## config.mk

```make
export PLATFORM = sky130hd
export DESIGN_NAME = rpc_ctrl
export DESIGN_NICKNAME = d
export VERILOG_FILES = /design/src/rtl/rpc_pkg.sv /design/src/rtl/rpc_ctrl.sv
export SDC_FILE = /design/constraint.sdc
export NUM_CORES = 1
export LEC_CHECK = 0
export BUFFER_PORTS_ARGS = -buffer_cell sky130_fd_sc_hd__buf_2
export CAP_MARGIN = 20
export CORE_AREA = 2 2 39 41
export CTS_BUF_LIST = sky130_fd_sc_hd__clkbuf_16
export CTS_CLUSTER_DIAMETER = 30
export CTS_CLUSTER_SIZE = 20
export DETAILED_ROUTE_END_ITERATION = 10
export DIE_AREA = 0 0 41 43
export PLACE_DENSITY = 0.52
export SYNTH_ARGS = -nofsm -noshare
export SYNTH_HDL_FRONTEND = slang
export SYNTH_SLANG_ARGS = --single-unit
```

## constraint.sdc

```tcl
create_clock -name clk -period 2.42 [get_ports clk]
set_clock_uncertainty 0.05 [all_clocks]
set_input_delay 0.484 -clock clk [delete_from_list [all_inputs] [get_ports clk]]
set_output_delay 0.484 -clock clk [all_outputs]
set_load 0.01 [all_outputs]
```

## src/rtl/rpc_pkg.sv

```systemverilog
package rpc_pkg;

  // wall geometry
  localparam int WALL_CELLS = 64;
  localparam int IDX_W      = $clog2(WALL_CELLS);
  localparam int CFG_W      = 6;
  localparam int RANGE_W    = 6;
  localparam int COLOR_W    = 8;

  // cleared cell color ('_')
  localparam logic [COLOR_W-1:0] BLANK_COLOR = 8'd95;

  // configuration port
  localparam int APB_AW = 3;
  localparam int APB_DW = 32;

  // register index, taken from paddr[2]
  localparam logic REG_WALL_LENGTH = 1'b0;

  // request kinds
  localparam logic REQ_PAINT = 1'b0;
  localparam logic REQ_QUERY = 1'b1;

  typedef enum logic [2:0] {
    ST_IDLE,
    ST_PAINT,
    ST_QRUN,
    ST_QLAST,
    ST_ERR
  } rpc_state_t;

  // controller to datapath
  typedef struct packed {
    logic in_ready;
    logic load;
    logic paint_wr;
    logic q_step;
    logic q_last;
    logic err_push;
  } rpc_cmd_t;

  // datapath to controller
  typedef struct packed {
    logic accept;
    logic in_query;
    logic in_invalid;
    logic at_end;
    logic run_break;
    logic slot_free;
  } rpc_sts_t;

endpackage

```

## src/rtl/rpc_ctrl.sv

```systemverilog
module rpc_ctrl import rpc_pkg::*; (
  input  logic     clk,
  input  logic     rst_n,
  input  rpc_sts_t sts,
  output rpc_cmd_t cmd
);

  rpc_state_t state_r, state_nxt;

  // next state
  always_comb begin
    state_nxt = state_r;
    unique case (state_r) inside
      ST_IDLE: begin
        if (sts.accept) begin
          if (sts.in_invalid) begin
            state_nxt = sts.in_query ? ST_ERR : ST_IDLE;
          end else begin
            state_nxt = sts.in_query ? ST_QRUN : ST_PAINT;
          end
        end
      end
      ST_PAINT: begin
        if (sts.at_end) begin
          state_nxt = ST_IDLE;
        end
      end
      ST_QRUN: begin
        if ((!sts.run_break || sts.slot_free) && sts.at_end) begin
          state_nxt = ST_QLAST;
        end
      end
      ST_QLAST, ST_ERR: begin
        if (sts.slot_free) begin
          state_nxt = ST_IDLE;
        end
      end
      default: state_nxt = ST_IDLE;
    endcase
  end

  // commands
  always_comb begin
    cmd = '0;
    unique case (state_r)
      ST_IDLE: begin
        cmd.in_ready = 1'b1;
        cmd.load     = sts.accept;
      end
      ST_PAINT: cmd.paint_wr = 1'b1;
      ST_QRUN:  cmd.q_step   = !sts.run_break || sts.slot_free;
      ST_QLAST: cmd.q_last   = sts.slot_free;
      ST_ERR:   cmd.err_push = sts.slot_free;
      default:  cmd = '0;
    endcase
  end

  always_ff @(posedge clk) begin
    if (!rst_n) begin
      state_r <= ST_IDLE;
    end else begin
      state_r <= state_nxt;
    end
  end

endmodule

```

==> results.txt <==
CTS sink cnt = 3
Initial DRC Count = 6
Sw Ratio = 23.5%
Worst Hold Class = input pin to flip-flop
Final nets = 62
Routed WL = 736 µm
Routed len/inst = 10.7 µm
Post-synth top area share = 18.0%
Synthesized area per cell = 8.53 µm²
Largest net degree at the start of global routing = 14
Flop pwr share = 17.1%
#FFs+latches synth = 3
Combinational power share = 16.3%
Crit path largest cell delay = 0.57 ns
Biggest area consumer among synthesized cells = dfxtp_1
Die Area = 1760 µm²
Kind of critical path = flip-flop to output pin
Crit. End Element = output pin
CP required = 1.89 ns
PwrDens = 843 nW/µm²
Max cap viols = 0
Row count = 14
TritonCTS clock tree = yes
Final min period = 1.91 ns
Area of the mapped netlist = 333 µm²
Worst slew margin = 71.2%
Worst-case clock buffer depth = 2
Hpwl dp = 545 µm
Die Width = 41 µm
Post-synth EDFFs = 0
N_diodes = 0
Leading post-synthesis cells by cell area = dfxtp_1 18%, buf_6 10%, a32oi_2 4.9%
Static leakage = 0.202 nW
CTS H-tree depth = 1
Reg with most FFs = state_r
Initial antenna violation count = 0
Vias in the first global route = 328
Max reg flops = 3
Cts repair resizes = 0
Root buf cell = clkbuf_16
Crit Path Max Fanout = 13
Sequential area share after synthesis = 18.0%
Post-route ant nets = 0
Top Registers = state_r x3
Die Ht = 43 µm
Yosys cell types = 27
Worst-Skew Late Latency = 0.22 ns
Fillers = 148
Power share of the clock group = 66.7%
Layout cell share with drive strength beyond 1 = 43.4%
Maximum vdd drop = 0.305 mV
Core area = 1380 µm²
Area growth syn-to-layout = 39.1%
Main synth FF type = dfxtp_1
Critical path launch point type = flip-flop
Vias/cell = 5.01
Pre-CTS WS = 0.737 ns
Syn nets = 47
Pint = 0.299 mW
Final max-slew violation count = 0
Ys Warns = 0
Postcts setup bufs = 0
Fin crit share = 78.9%
RSZ-0062 raised after global routing = no
Final count of hold timing violations = 0
Slew at the pin closest to its max-slew limit = 0.426 ns
Total power = 0.390 mW
# DRC = 0
PortBufs = 13
Final setup TNS = 0 ns
CP max stage cell = dfxtp_1
Cells after synthesis = 39
Gp weighted congestion = 0.711
Top cells by count, synth = 3 x buf_6, 3 x dfxtp_1, 3 x inv_1, 3 x nor2_1
Starting Density = 24.1%
Final setup violation count = 0
Clock buffer count from CTS = 3
Final worst slack = 0.510 ns
Status = complete, no violations
CTS Hold Buffers Added = 0
Cells along the critical path = nor2b_2 -> nor3b_1 -> buf_2
P_sw = 0.0918 mW
Total I/O pin count = 14
Via count = 346
Total track usage = 11.1%
Fmax achieved = 0.524 GHz
Ys async rst share = 0%
R2R Setup Slk = 0.77 ns
Crit path DAT = 1.38 ns
GRT Residual Overflow = 0
Drt first pass iters = 4
Worst-path clk slew = 0.03 ns
First-pass GRT wire length = 1300 µm
[worst paths after layout]
kind	startpoint	to	depth (start not counted)
worst max-delay path	state_r[1]	cmd[2]	3
worst min-delay path	rst_n	state_r[2]	3
worst max register to register	state_r[0]	state_r[1]	4
worst min register to register	state_r[2]	state_r[2]	2
[stage by stage]
stage                     hold WS, ns  cell area [µm²]  std cells  utilization [%]
after floorplan                 0.527              333         39                -
after global placement          0.566              384         65             27.8
after detailed placement        0.562              384         65             27.8
after CTS                       0.439              463         69             33.5
after global routing            0.461              463         69             33.5
final                           0.441              463         69             33.5
[cell families after synthesis]
family,count (synthesis),share of synthesized area (%)
AO/OA/AOI/OAI,6,16.9
XOR/XNOR,1,2.63
buffers and inverters,6,13.5
flip-flops,3,18.0
multiplexers,1,3.01
AND/OR/NAND/NOR,22,45.9
[cells in the final DEF (no fill, tap or decap), drive strengths merged, types with 2 or more instances in the layout]
cell,n
nand2,2
inv,4
nor2,3
nor3,2
dfxtp,3
nor3b,2
a21oi,2
nand3,2
nor4,2
buf,13
clkbuf,3
nor2b,2
[per-layer routing]
metal,share of wire (%),GRT usage (%),wire length [µm],up-vias
li1,-,-,-,172
met1,45,12.1,330,158
met2,44,16.3,327,14
met3,8.6,4.71,63,2
met4,1.9,8.00,14,0
met5,0,0,0,-
[worst max-delay path: cells and delay by family (launching register included)]
family        cells  cell delay [ns]
simple gates      2             0.42
buf+inv           1             0.15
flops             1             0.57
[power by group through the flow]
stage | combinational (mW) | sequential, mW | clock (mW)
detailed placement | 0.0638 | 0.0673 | 0
finish | 0.0635 | 0.0666 | 0.260
floorplan | 0.0591 | 0.0572 | 0
global placement | 0.0646 | 0.0672 | 0
CTS | 0.0641 | 0.0665 | 0.264
global route | 0.0716 | 0.0683 | 0.270
[layout make-up]
class,instances,area [µm²],area share (%)
Clock buffer,3,75.1,16.2
Multi-Input combinational cell,30,228,49.2
Timing Repair Buffer,13,65.1,14.1
Sequential cell,3,60.1,13.0
Clock inverter,1,3.75,0.811
Tap cell,16,20.0,4.32
Inverter,3,11.3,2.43
Power figures use the tool's default switching activity.
