**src/rtl/rpc_pkg.sv**
```systemverilog
package rpc_pkg;

  // wall geometry
  localparam int WALL_CELLS = 64;
  localparam int IDX_W      = $clog2(WALL_CELLS);
  localparam int CFG_W      = 6;
  localparam int RANGE_W    = 6;
  localparam int COLOR_W    = 8;

  // cleared cell color ('_')
  localparam logic [COLOR_W-1:0] BLANK_COLOR = 8'd95;

  // configuration port
  localparam int APB_AW = 3;
  localparam int APB_DW = 32;

  // register index, taken from paddr[2]
  localparam logic REG_WALL_LENGTH = 1'b0;

  // request kinds
  localparam logic REQ_PAINT = 1'b0;
  localparam logic REQ_QUERY = 1'b1;

  typedef enum logic [2:0] {
    ST_IDLE,
    ST_PAINT,
    ST_QRUN,
    ST_QLAST,
    ST_ERR
  } rpc_state_t;

  // controller to datapath
  typedef struct packed {
    logic in_ready;
    logic load;
    logic paint_wr;
    logic q_step;
    logic q_last;
    logic err_push;
  } rpc_cmd_t;

  // datapath to controller
  typedef struct packed {
    logic accept;
    logic in_query;
    logic in_invalid;
    logic at_end;
    logic run_break;
    logic slot_free;
  } rpc_sts_t;

endpackage

```
**src/rtl/rpc_chan_if.sv**
```systemverilog
interface rpc_in_if import rpc_pkg::*; ();
  logic               valid;
  logic               ready;
  logic               req_type;
  logic [RANGE_W-1:0] range_left;
  logic [RANGE_W-1:0] range_right;
  logic [COLOR_W-1:0] paint_color;

  modport source (
    output valid, req_type, range_left, range_right, paint_color,
    input  ready
  );
  modport sink (
    input  valid, req_type, range_left, range_right, paint_color,
    output ready
  );
endinterface

interface rpc_out_if import rpc_pkg::*; ();
  logic               valid;
  logic               ready;
  logic [COLOR_W-1:0] run_color;
  logic               last_run;
  logic               range_error;

  modport source (
    output valid, run_color, last_run, range_error,
    input  ready
  );
  modport sink (
    input  valid, run_color, last_run, range_error,
    output ready
  );
endinterface

```
**src/rtl/rpc_ram.sv**
```systemverilog
module rpc_ram #(
  parameter int WIDTH = 8,
  parameter int DEPTH = 64
) (
  input  logic                     clk,
  input  logic                     we,
  input  logic [$clog2(DEPTH)-1:0] waddr,
  input  logic [WIDTH-1:0]         wdata,
  input  logic [$clog2(DEPTH)-1:0] raddr,
  output logic [WIDTH-1:0]         rdata
);

  logic [WIDTH-1:0] mem [DEPTH];

  // one write port, one registered read port
  always_ff @(posedge clk) begin
    if (we) begin
      mem[waddr] <= wdata;
    end
    rdata <= mem[raddr];
  end

endmodule

```
**src/rtl/rpc_dp.sv**
```systemverilog
module rpc_dp import rpc_pkg::*; (
  input  logic             clk,
  input  logic             rst_n,
  input  logic [CFG_W-1:0] wall_length,
  rpc_in_if.sink           in_ch,
  rpc_out_if.source        out_ch,
  input  rpc_cmd_t         cmd,
  output rpc_sts_t         sts
);

  logic [IDX_W-1:0]   idx_r, idx_nxt;
  logic [IDX_W-1:0]   right_r, right_nxt;
  logic [COLOR_W-1:0] color_r, color_nxt;
  logic               pend_vld_r, pend_vld_nxt;
  logic [COLOR_W-1:0] pend_color_r, pend_color_nxt;
  logic [WALL_CELLS-1:0] vld_r, vld_nxt;
  logic               rd_vld_r, rd_vld_nxt;
  logic               out_vld_r, out_vld_nxt;
  logic [COLOR_W-1:0] out_color_r, out_color_nxt;
  logic               out_last_r, out_last_nxt;
  logic               out_err_r, out_err_nxt;

  logic [CFG_W-1:0]   wall_end;
  logic [CFG_W-1:0]   right_clip;
  logic [IDX_W-1:0]   idx_inc;
  logic [IDX_W-1:0]   rd_addr;
  logic [COLOR_W-1:0] ram_q;
  logic [COLOR_W-1:0] cur_color;
  logic               push_run;
  logic               push;

  // wall end and right-edge clip of the incoming request
  always_comb begin
    if (wall_length > CFG_W'(WALL_CELLS - 1)) begin
      wall_end = CFG_W'(WALL_CELLS - 1);
    end else begin
      wall_end = wall_length;
    end
    right_clip = (in_ch.range_right > wall_end) ? wall_end : in_ch.range_right;
  end

  assign idx_inc   = idx_r + IDX_W'(1);
  assign cur_color = rd_vld_r ? ram_q : BLANK_COLOR;

  // status for the controller
  always_comb begin
    sts.accept     = in_ch.valid && in_ch.ready;
    sts.in_query   = (in_ch.req_type == REQ_QUERY);
    sts.in_invalid = (in_ch.range_left > in_ch.range_right) ||
                     (in_ch.range_left > wall_end);
    sts.at_end     = (idx_r == right_r);
    sts.run_break  = pend_vld_r && (cur_color != pend_color_r);
    sts.slot_free  = !out_vld_r || out_ch.ready;
  end

  assign in_ch.ready = cmd.in_ready;

  // read ahead: address the cell that is current next cycle
  always_comb begin
    if (cmd.load) begin
      rd_addr = in_ch.range_left[IDX_W-1:0];
    end else if (cmd.q_step && !sts.at_end) begin
      rd_addr = idx_inc;
    end else begin
      rd_addr = idx_r;
    end
  end

  rpc_ram #(
    .WIDTH (COLOR_W),
    .DEPTH (WALL_CELLS)
  ) u_cells (
    .clk   (clk),
    .we    (cmd.paint_wr),
    .waddr (idx_r),
    .wdata (color_r),
    .raddr (rd_addr),
    .rdata (ram_q)
  );

  // request registers, cell index and written-cell flags
  always_comb begin
    idx_nxt    = idx_r;
    right_nxt  = right_r;
    color_nxt  = color_r;
    vld_nxt    = vld_r;
    rd_vld_nxt = vld_r[rd_addr];
    if (cmd.load) begin
      idx_nxt   = in_ch.range_left[IDX_W-1:0];
      right_nxt = right_clip[IDX_W-1:0];
      color_nxt = in_ch.paint_color;
    end
    if (cmd.paint_wr) begin
      vld_nxt[idx_r] = 1'b1;
    end
    if ((cmd.paint_wr || cmd.q_step) && !sts.at_end) begin
      idx_nxt = idx_inc;
    end
  end

  // pending run: held until the next color change or the range end
  assign push_run = cmd.q_step && sts.run_break;
  assign push     = push_run || cmd.q_last || cmd.err_push;

  always_comb begin
    pend_vld_nxt   = pend_vld_r;
    pend_color_nxt = pend_color_r;
    if (cmd.load) begin
      pend_vld_nxt = 1'b0;
    end else if (cmd.q_step && (!pend_vld_r || sts.run_break)) begin
      pend_vld_nxt   = 1'b1;
      pend_color_nxt = cur_color;
    end
  end

  // output register
  always_comb begin
    out_color_nxt = out_color_r;
    out_last_nxt  = out_last_r;
    out_err_nxt   = out_err_r;
    if (push) begin
      out_vld_nxt   = 1'b1;
      out_color_nxt = cmd.err_push ? '0 : pend_color_r;
      out_last_nxt  = cmd.q_last || cmd.err_push;
      out_err_nxt   = cmd.err_push;
    end else if (out_ch.ready) begin
      out_vld_nxt = 1'b0;
    end else begin
      out_vld_nxt = out_vld_r;
    end
  end

  assign out_ch.valid       = out_vld_r;
  assign out_ch.run_color   = out_color_r;
  assign out_ch.last_run    = out_last_r;
  assign out_ch.range_error = out_err_r;

  // control state
  always_ff @(posedge clk) begin
    if (!rst_n) begin
      vld_r      <= '0;
      pend_vld_r <= 1'b0;
      out_vld_r  <= 1'b0;
    end else begin
      vld_r      <= vld_nxt;
      pend_vld_r <= pend_vld_nxt;
      out_vld_r  <= out_vld_nxt;
    end
  end

  // payload
  always_ff @(posedge clk) begin
    idx_r        <= idx_nxt;
    right_r      <= right_nxt;
    color_r      <= color_nxt;
    rd_vld_r     <= rd_vld_nxt;
    pend_color_r <= pend_color_nxt;
    out_color_r  <= out_color_nxt;
    out_last_r   <= out_last_nxt;
    out_err_r    <= out_err_nxt;
  end

endmodule

```
**src/flat_wrapper.sv**
```systemverilog
// flat-port wrapper written by rule: the top's interface ports become plain ports
module rpc_dp_flat import rpc_pkg::*;
  (clk, rst_n, wall_length, cmd, sts, in_ch_valid, in_ch_req_type, in_ch_range_left, in_ch_range_right, in_ch_paint_color, in_ch_ready, out_ch_valid, out_ch_run_color, out_ch_last_run, out_ch_range_error, out_ch_ready);
  rpc_in_if in_ch_i ();
  rpc_out_if out_ch_i ();
  input  logic clk;
  input  logic rst_n;
  input  logic [CFG_W-1:0] wall_length;
  input  rpc_cmd_t cmd;
  output rpc_sts_t sts;
  input wire logic [$bits(in_ch_i.valid)-1:0] in_ch_valid;
  input wire logic [$bits(in_ch_i.req_type)-1:0] in_ch_req_type;
  input wire logic [$bits(in_ch_i.range_left)-1:0] in_ch_range_left;
  input wire logic [$bits(in_ch_i.range_right)-1:0] in_ch_range_right;
  input wire logic [$bits(in_ch_i.paint_color)-1:0] in_ch_paint_color;
  output wire logic [$bits(in_ch_i.ready)-1:0] in_ch_ready;
  output wire logic [$bits(out_ch_i.valid)-1:0] out_ch_valid;
  output wire logic [$bits(out_ch_i.run_color)-1:0] out_ch_run_color;
  output wire logic [$bits(out_ch_i.last_run)-1:0] out_ch_last_run;
  output wire logic [$bits(out_ch_i.range_error)-1:0] out_ch_range_error;
  input wire logic [$bits(out_ch_i.ready)-1:0] out_ch_ready;
  assign in_ch_i.valid = in_ch_valid;
  assign in_ch_i.req_type = in_ch_req_type;
  assign in_ch_i.range_left = in_ch_range_left;
  assign in_ch_i.range_right = in_ch_range_right;
  assign in_ch_i.paint_color = in_ch_paint_color;
  assign in_ch_ready = in_ch_i.ready;
  assign out_ch_valid = out_ch_i.valid;
  assign out_ch_run_color = out_ch_i.run_color;
  assign out_ch_last_run = out_ch_i.last_run;
  assign out_ch_range_error = out_ch_i.range_error;
  assign out_ch_i.ready = out_ch_ready;
  rpc_dp u_core (.clk(clk), .rst_n(rst_n), .wall_length(wall_length), .in_ch(in_ch_i), .out_ch(out_ch_i), .cmd(cmd), .sts(sts));
endmodule
```
**config.mk**
```make
export PLATFORM = sky130hd
export DESIGN_NAME = rpc_dp_flat
export DESIGN_NICKNAME = d
export VERILOG_FILES = /design/src/rtl/rpc_pkg.sv /design/src/rtl/rpc_chan_if.sv /design/src/rtl/rpc_ram.sv /design/src/rtl/rpc_dp.sv /design/src/flat_wrapper.sv
export SDC_FILE = /design/constraint.sdc
export NUM_CORES = 1
export LEC_CHECK = 0
export ABC_AREA = 1
export BUFFER_PORTS_ARGS = -buffer_cell sky130_fd_sc_hd__buf_4
export CORE_AREA = 2 2 208 251
export CTS_CLUSTER_DIAMETER = 150
export DETAILED_ROUTE_END_ITERATION = 10
export DIE_AREA = 0 0 210 253
export GPL_ROUTABILITY_DRIVEN = 0
export PLACE_DENSITY = 0.71
export SYNTH_ARGS = -nofsm -noshare
export SYNTH_HDL_FRONTEND = slang
export SYNTH_SLANG_ARGS = --single-unit
```
**constraint.sdc**
```tcl
create_clock -name clk -period 6.5 [get_ports clk]
set_input_delay 0.65 -clock clk [delete_from_list [all_inputs] [get_ports clk]]
set_output_delay 0.65 -clock clk [all_outputs]
set_load 0.01 [all_outputs]
```
==> qor.txt <==
horizontal extent of the die - 210 um
slew margin rel. - 24.9%
total gr overflow - 0
Final Max Tran Viols - 0
nature of the critical path startpoint - register
compound-cell area share of the yosys netlist - 0.708%
Clk network pwr share - 32.0%
ratio of routed vias to standard cells - 5.89
initial detailed-routing violation count - 2,432
Period minus WS final - 4.84 ns
result of the run - finished, final reports clean
number of clock buffers inserted by TritonCTS - 58
Syn Inst Count - 2,737
Site Rows - 91
pre-CTS setup slack - 1.87 ns
TritonCTS clock tree - built
type of the worst setup path - register to register
depth of the most critical reg-to-reg path - 17
antenna diode count - 0
largest fanout of any net on the critical path - 152
switching power as a share of total power - 32.0%
parity-gate share of the synthesized area counting xor and xnor cells - 0.284%
Total Neg Setup Slack - 0 ns
overall routed net length - 72,900 um
flop-to-flop setup slack - 1.66 ns
largest net degree at the start of global routing - 186
fraction of final layout cells sized beyond drive strength 1 - 6.58%
Reg clk slew, reported paths - 0.07 ns
standard cell core area - 0.0509 sq mm
insertion delay of the later-clocked pin in the worst-skew pair - 0.62 ns
endpoint of the lowest-slack register-to-register path - u_core.u_cells.rdata[3]
DRC violation count after routing - 0
sequential cell fraction of total power - 45.4%
relative area change from synthesis to final layout - 8.82%
area share of fa/ha/maj cells after synthesis - 0.857%
Power Dens Cells - 347 mW/mm^2
die height - 253 um
post-synthesis mux area share - 0.0812%
number of primary I/O pins - 55
number of H-tree levels - 2
sink count of the clock tree - 625
GRT Resource Usage Total - 27.6%
final critical-path share of the clock period - 74.4%
total number of vias - 20,051
number of global-route vias before repair - 19,584
clock root buffer master - clkbuf_16
maximum count of clock buffers along a single path - 3
placed wire-length estimate - 40,600 um
Critical Path End Type - register
count of nets after finishing - 2,759
startpoint of the worst register-to-register path - u_core.idx_r[0]
Min-Delay Path Class - primary input to register
area enclosed by the die boundary - 0.0531 sq mm
hold-critical path endpoint - u_core.color_r[2]
Worst-Margin Slew - 1.13 ns
initial standard-cell utilization of the core - 54.5%
Hold Path Origin - in_ch_paint_color[2]
fraction of the yosys area taken by sequential cells - 65.0%
post-CTS setup buffer count - 0
fin util - 59.3%
Worst Path Arrival - 5.33 ns
timing-limited maximum frequency - 207 MHz
number of distinct standard cells referenced by the synthesized netlist - 32
data required time of the critical path - 7.00 ns
Leak Pwr - 12.0 nW
Gate power share - 22.6%
main combinational cell family by area after synthesis - simple AND/OR/NAND/NOR gates
IO buf count - 52
switching power summed over all nets - 3.34 mW
Max Cap Viol - 0
first-pass GRT wire length - 112,000 um
Synth Area in Simple Gates - 26.0%
register bit count reported by yosys - 625
setup repair after global routing missed its margin - no
PostCTS Resize Cnt - 0
average instance area after synthesis - 10.1 sq um
antenna-violating nets left - 0
launch point of the worst path - u_core.idx_r[0]
post-layout total power - 10.5 mW
Internal - 7.11 mW
antenna violations before repair - 0
Hold-fix buffers, CTS - 0
Setup-failing EPs final - 0
peak ir drop on the vdd network - 0.227 mV
WHS Path Cells - 1
Synth warnings - 0
synthesized area - 0.0277 sq mm
Worst Hold Margin - 0.204 ns
Mapped Nets - 2,793
average wire per standard cell - 21.4 um
worst setup slack after layout - 1.66 ns
hold violation count in the final report - 0
Pre-antenna DRT Iters - 8
Fin Clk Skew - 0.0161 ns
placed cells by master, fill, tap and decap left out, types with 13 or more instances in the layout:
cell / instances
nand3_1: 621
nand2_1: 614
edfxtp_1: 550
inv_1: 280
nor2_1: 220
nand3b_1: 108
dfxtp_1: 75
buf_4: 70
clkbuf_16: 59
ha_1: 19
o21ai_0: 17
clkinv_1: 13
clkbuf_1: 13
critical path: stages, from the launching register on:
cell and delay [ns]:
edfxtp_1 0.53, inv_1 0.17, nand2_1 0.07, nand2_1 0.07, nor2_2 0.04, nand3_2 0.10
nand2_2 0.12, nand2_1 0.13, nand3_4 0.62, nand2_8 0.94, buf_4 0.60, nand2_1 0.12
nand3_1 0.09, nand3_1 0.11, nand3_1 0.11, nand3_1 0.19, nand3_1 0.30, nand2_1 0.09
flip-flops by register name (all words and copies together), names as in the netlist, 6 cells and up:
register and flops:
u_core.right_r 6, u_core.idx_r 6, u_core.u_cells.mem 512, u_core.vld_r 64, u_core.out_ch.run_color 8, u_core.pend_color_r 8
u_core.u_cells.rdata 8, u_core.color_r 8
worst max path at each step:
stage	end	slack, ns	depth (start not counted)
global placement	u_core.u_cells.rdata[0]	1.96	17
global route	u_core.rd_vld_r	1.46	18
CTS	u_core.u_cells.rdata[0]	1.85	17
finish	u_core.u_cells.rdata[3]	1.66	17
floorplan	u_core.u_cells.rdata[0]	4.17	15
detailed placement	u_core.u_cells.rdata[3]	1.87	17
cells by family (layout without fill, tap and decap cells):
family	Yosys count	in the layout
flops	625	625
xor+xnor	9	9
fa+ha+maj	19	19
compound gates	35	35
simple gates	1587	1587
buf+inv	460	475
mux	2	2
per-layer routing:
layer  share of wire, %  track usage, %
met3                7.6            3.91
met4                4.7            13.0
met5                  0               0
met2                 49            46.6
met1                 38            35.3
per-stage QoR:
| stage | cells | cell area (sq um) |
|---|---|---|
| detailed placement | 3294 | 28300 |
| floorplan | 2737 | 27700 |
| finish | 3403 | 30200 |
| global placement | 3294 | 28300 |
| global route | 3403 | 30200 |
| CTS | 3403 | 30200 |
cell usage after synthesis:
master,instances,area (sq um)
a221oi_1,1,8.76
buf_2,75,375
inv_2,8,30.0
nand2_1,615,2310
nand2_2,2,12.5
o221ai_1,1,8.76
edfxtp_1,550,16500
buf_1,3,11.3
o211ai_1,4,30.0
buf_4,15,113
nor3_1,7,35.0
mux2_2,2,22.5
buf_6,14,158
nand3_2,1,10.0
nor4_1,1,6.26
nand3b_1,108,811
a21oi_1,11,55.1
xor2_1,9,78.8
o21ai_2,1,8.76
clkbuf_1,61,229
nand4_1,4,25.0
nand2_4,1,11.3
clkinv_1,3,11.3
nor2_1,220,826
nor2_2,2,12.5
ha_1,19,238
nand3_1,622,3110
dfxtp_1,75,1500
and2_1,3,18.8
and2b_1,1,7.51
o21ai_0,17,85.1
inv_1,281,1050
cell type report:
cell class	instances	area, sq um
fillers	4123	20700
flip-flops and latches	625	18000
multi-input cells	1652	7780
clock buffers	81	1650
inverters	292	1100
well taps	651	815
repair buffers	74	606
clock inverters	28	214
power groups by stage:
stage / sequential (mW) / clock, mW / combinational (mW)
final: 4.75 / 3.35 / 2.36
after detailed placement: 4.83 / 0 / 2.31
after CTS: 4.74 / 3.37 / 2.32
after global placement: 4.82 / 0 / 2.28
after floorplan: 4.78 / 0 / 1.58
after global routing: 4.76 / 3.51 / 2.56
Note: power is estimated with default switching activity, not from simulation.
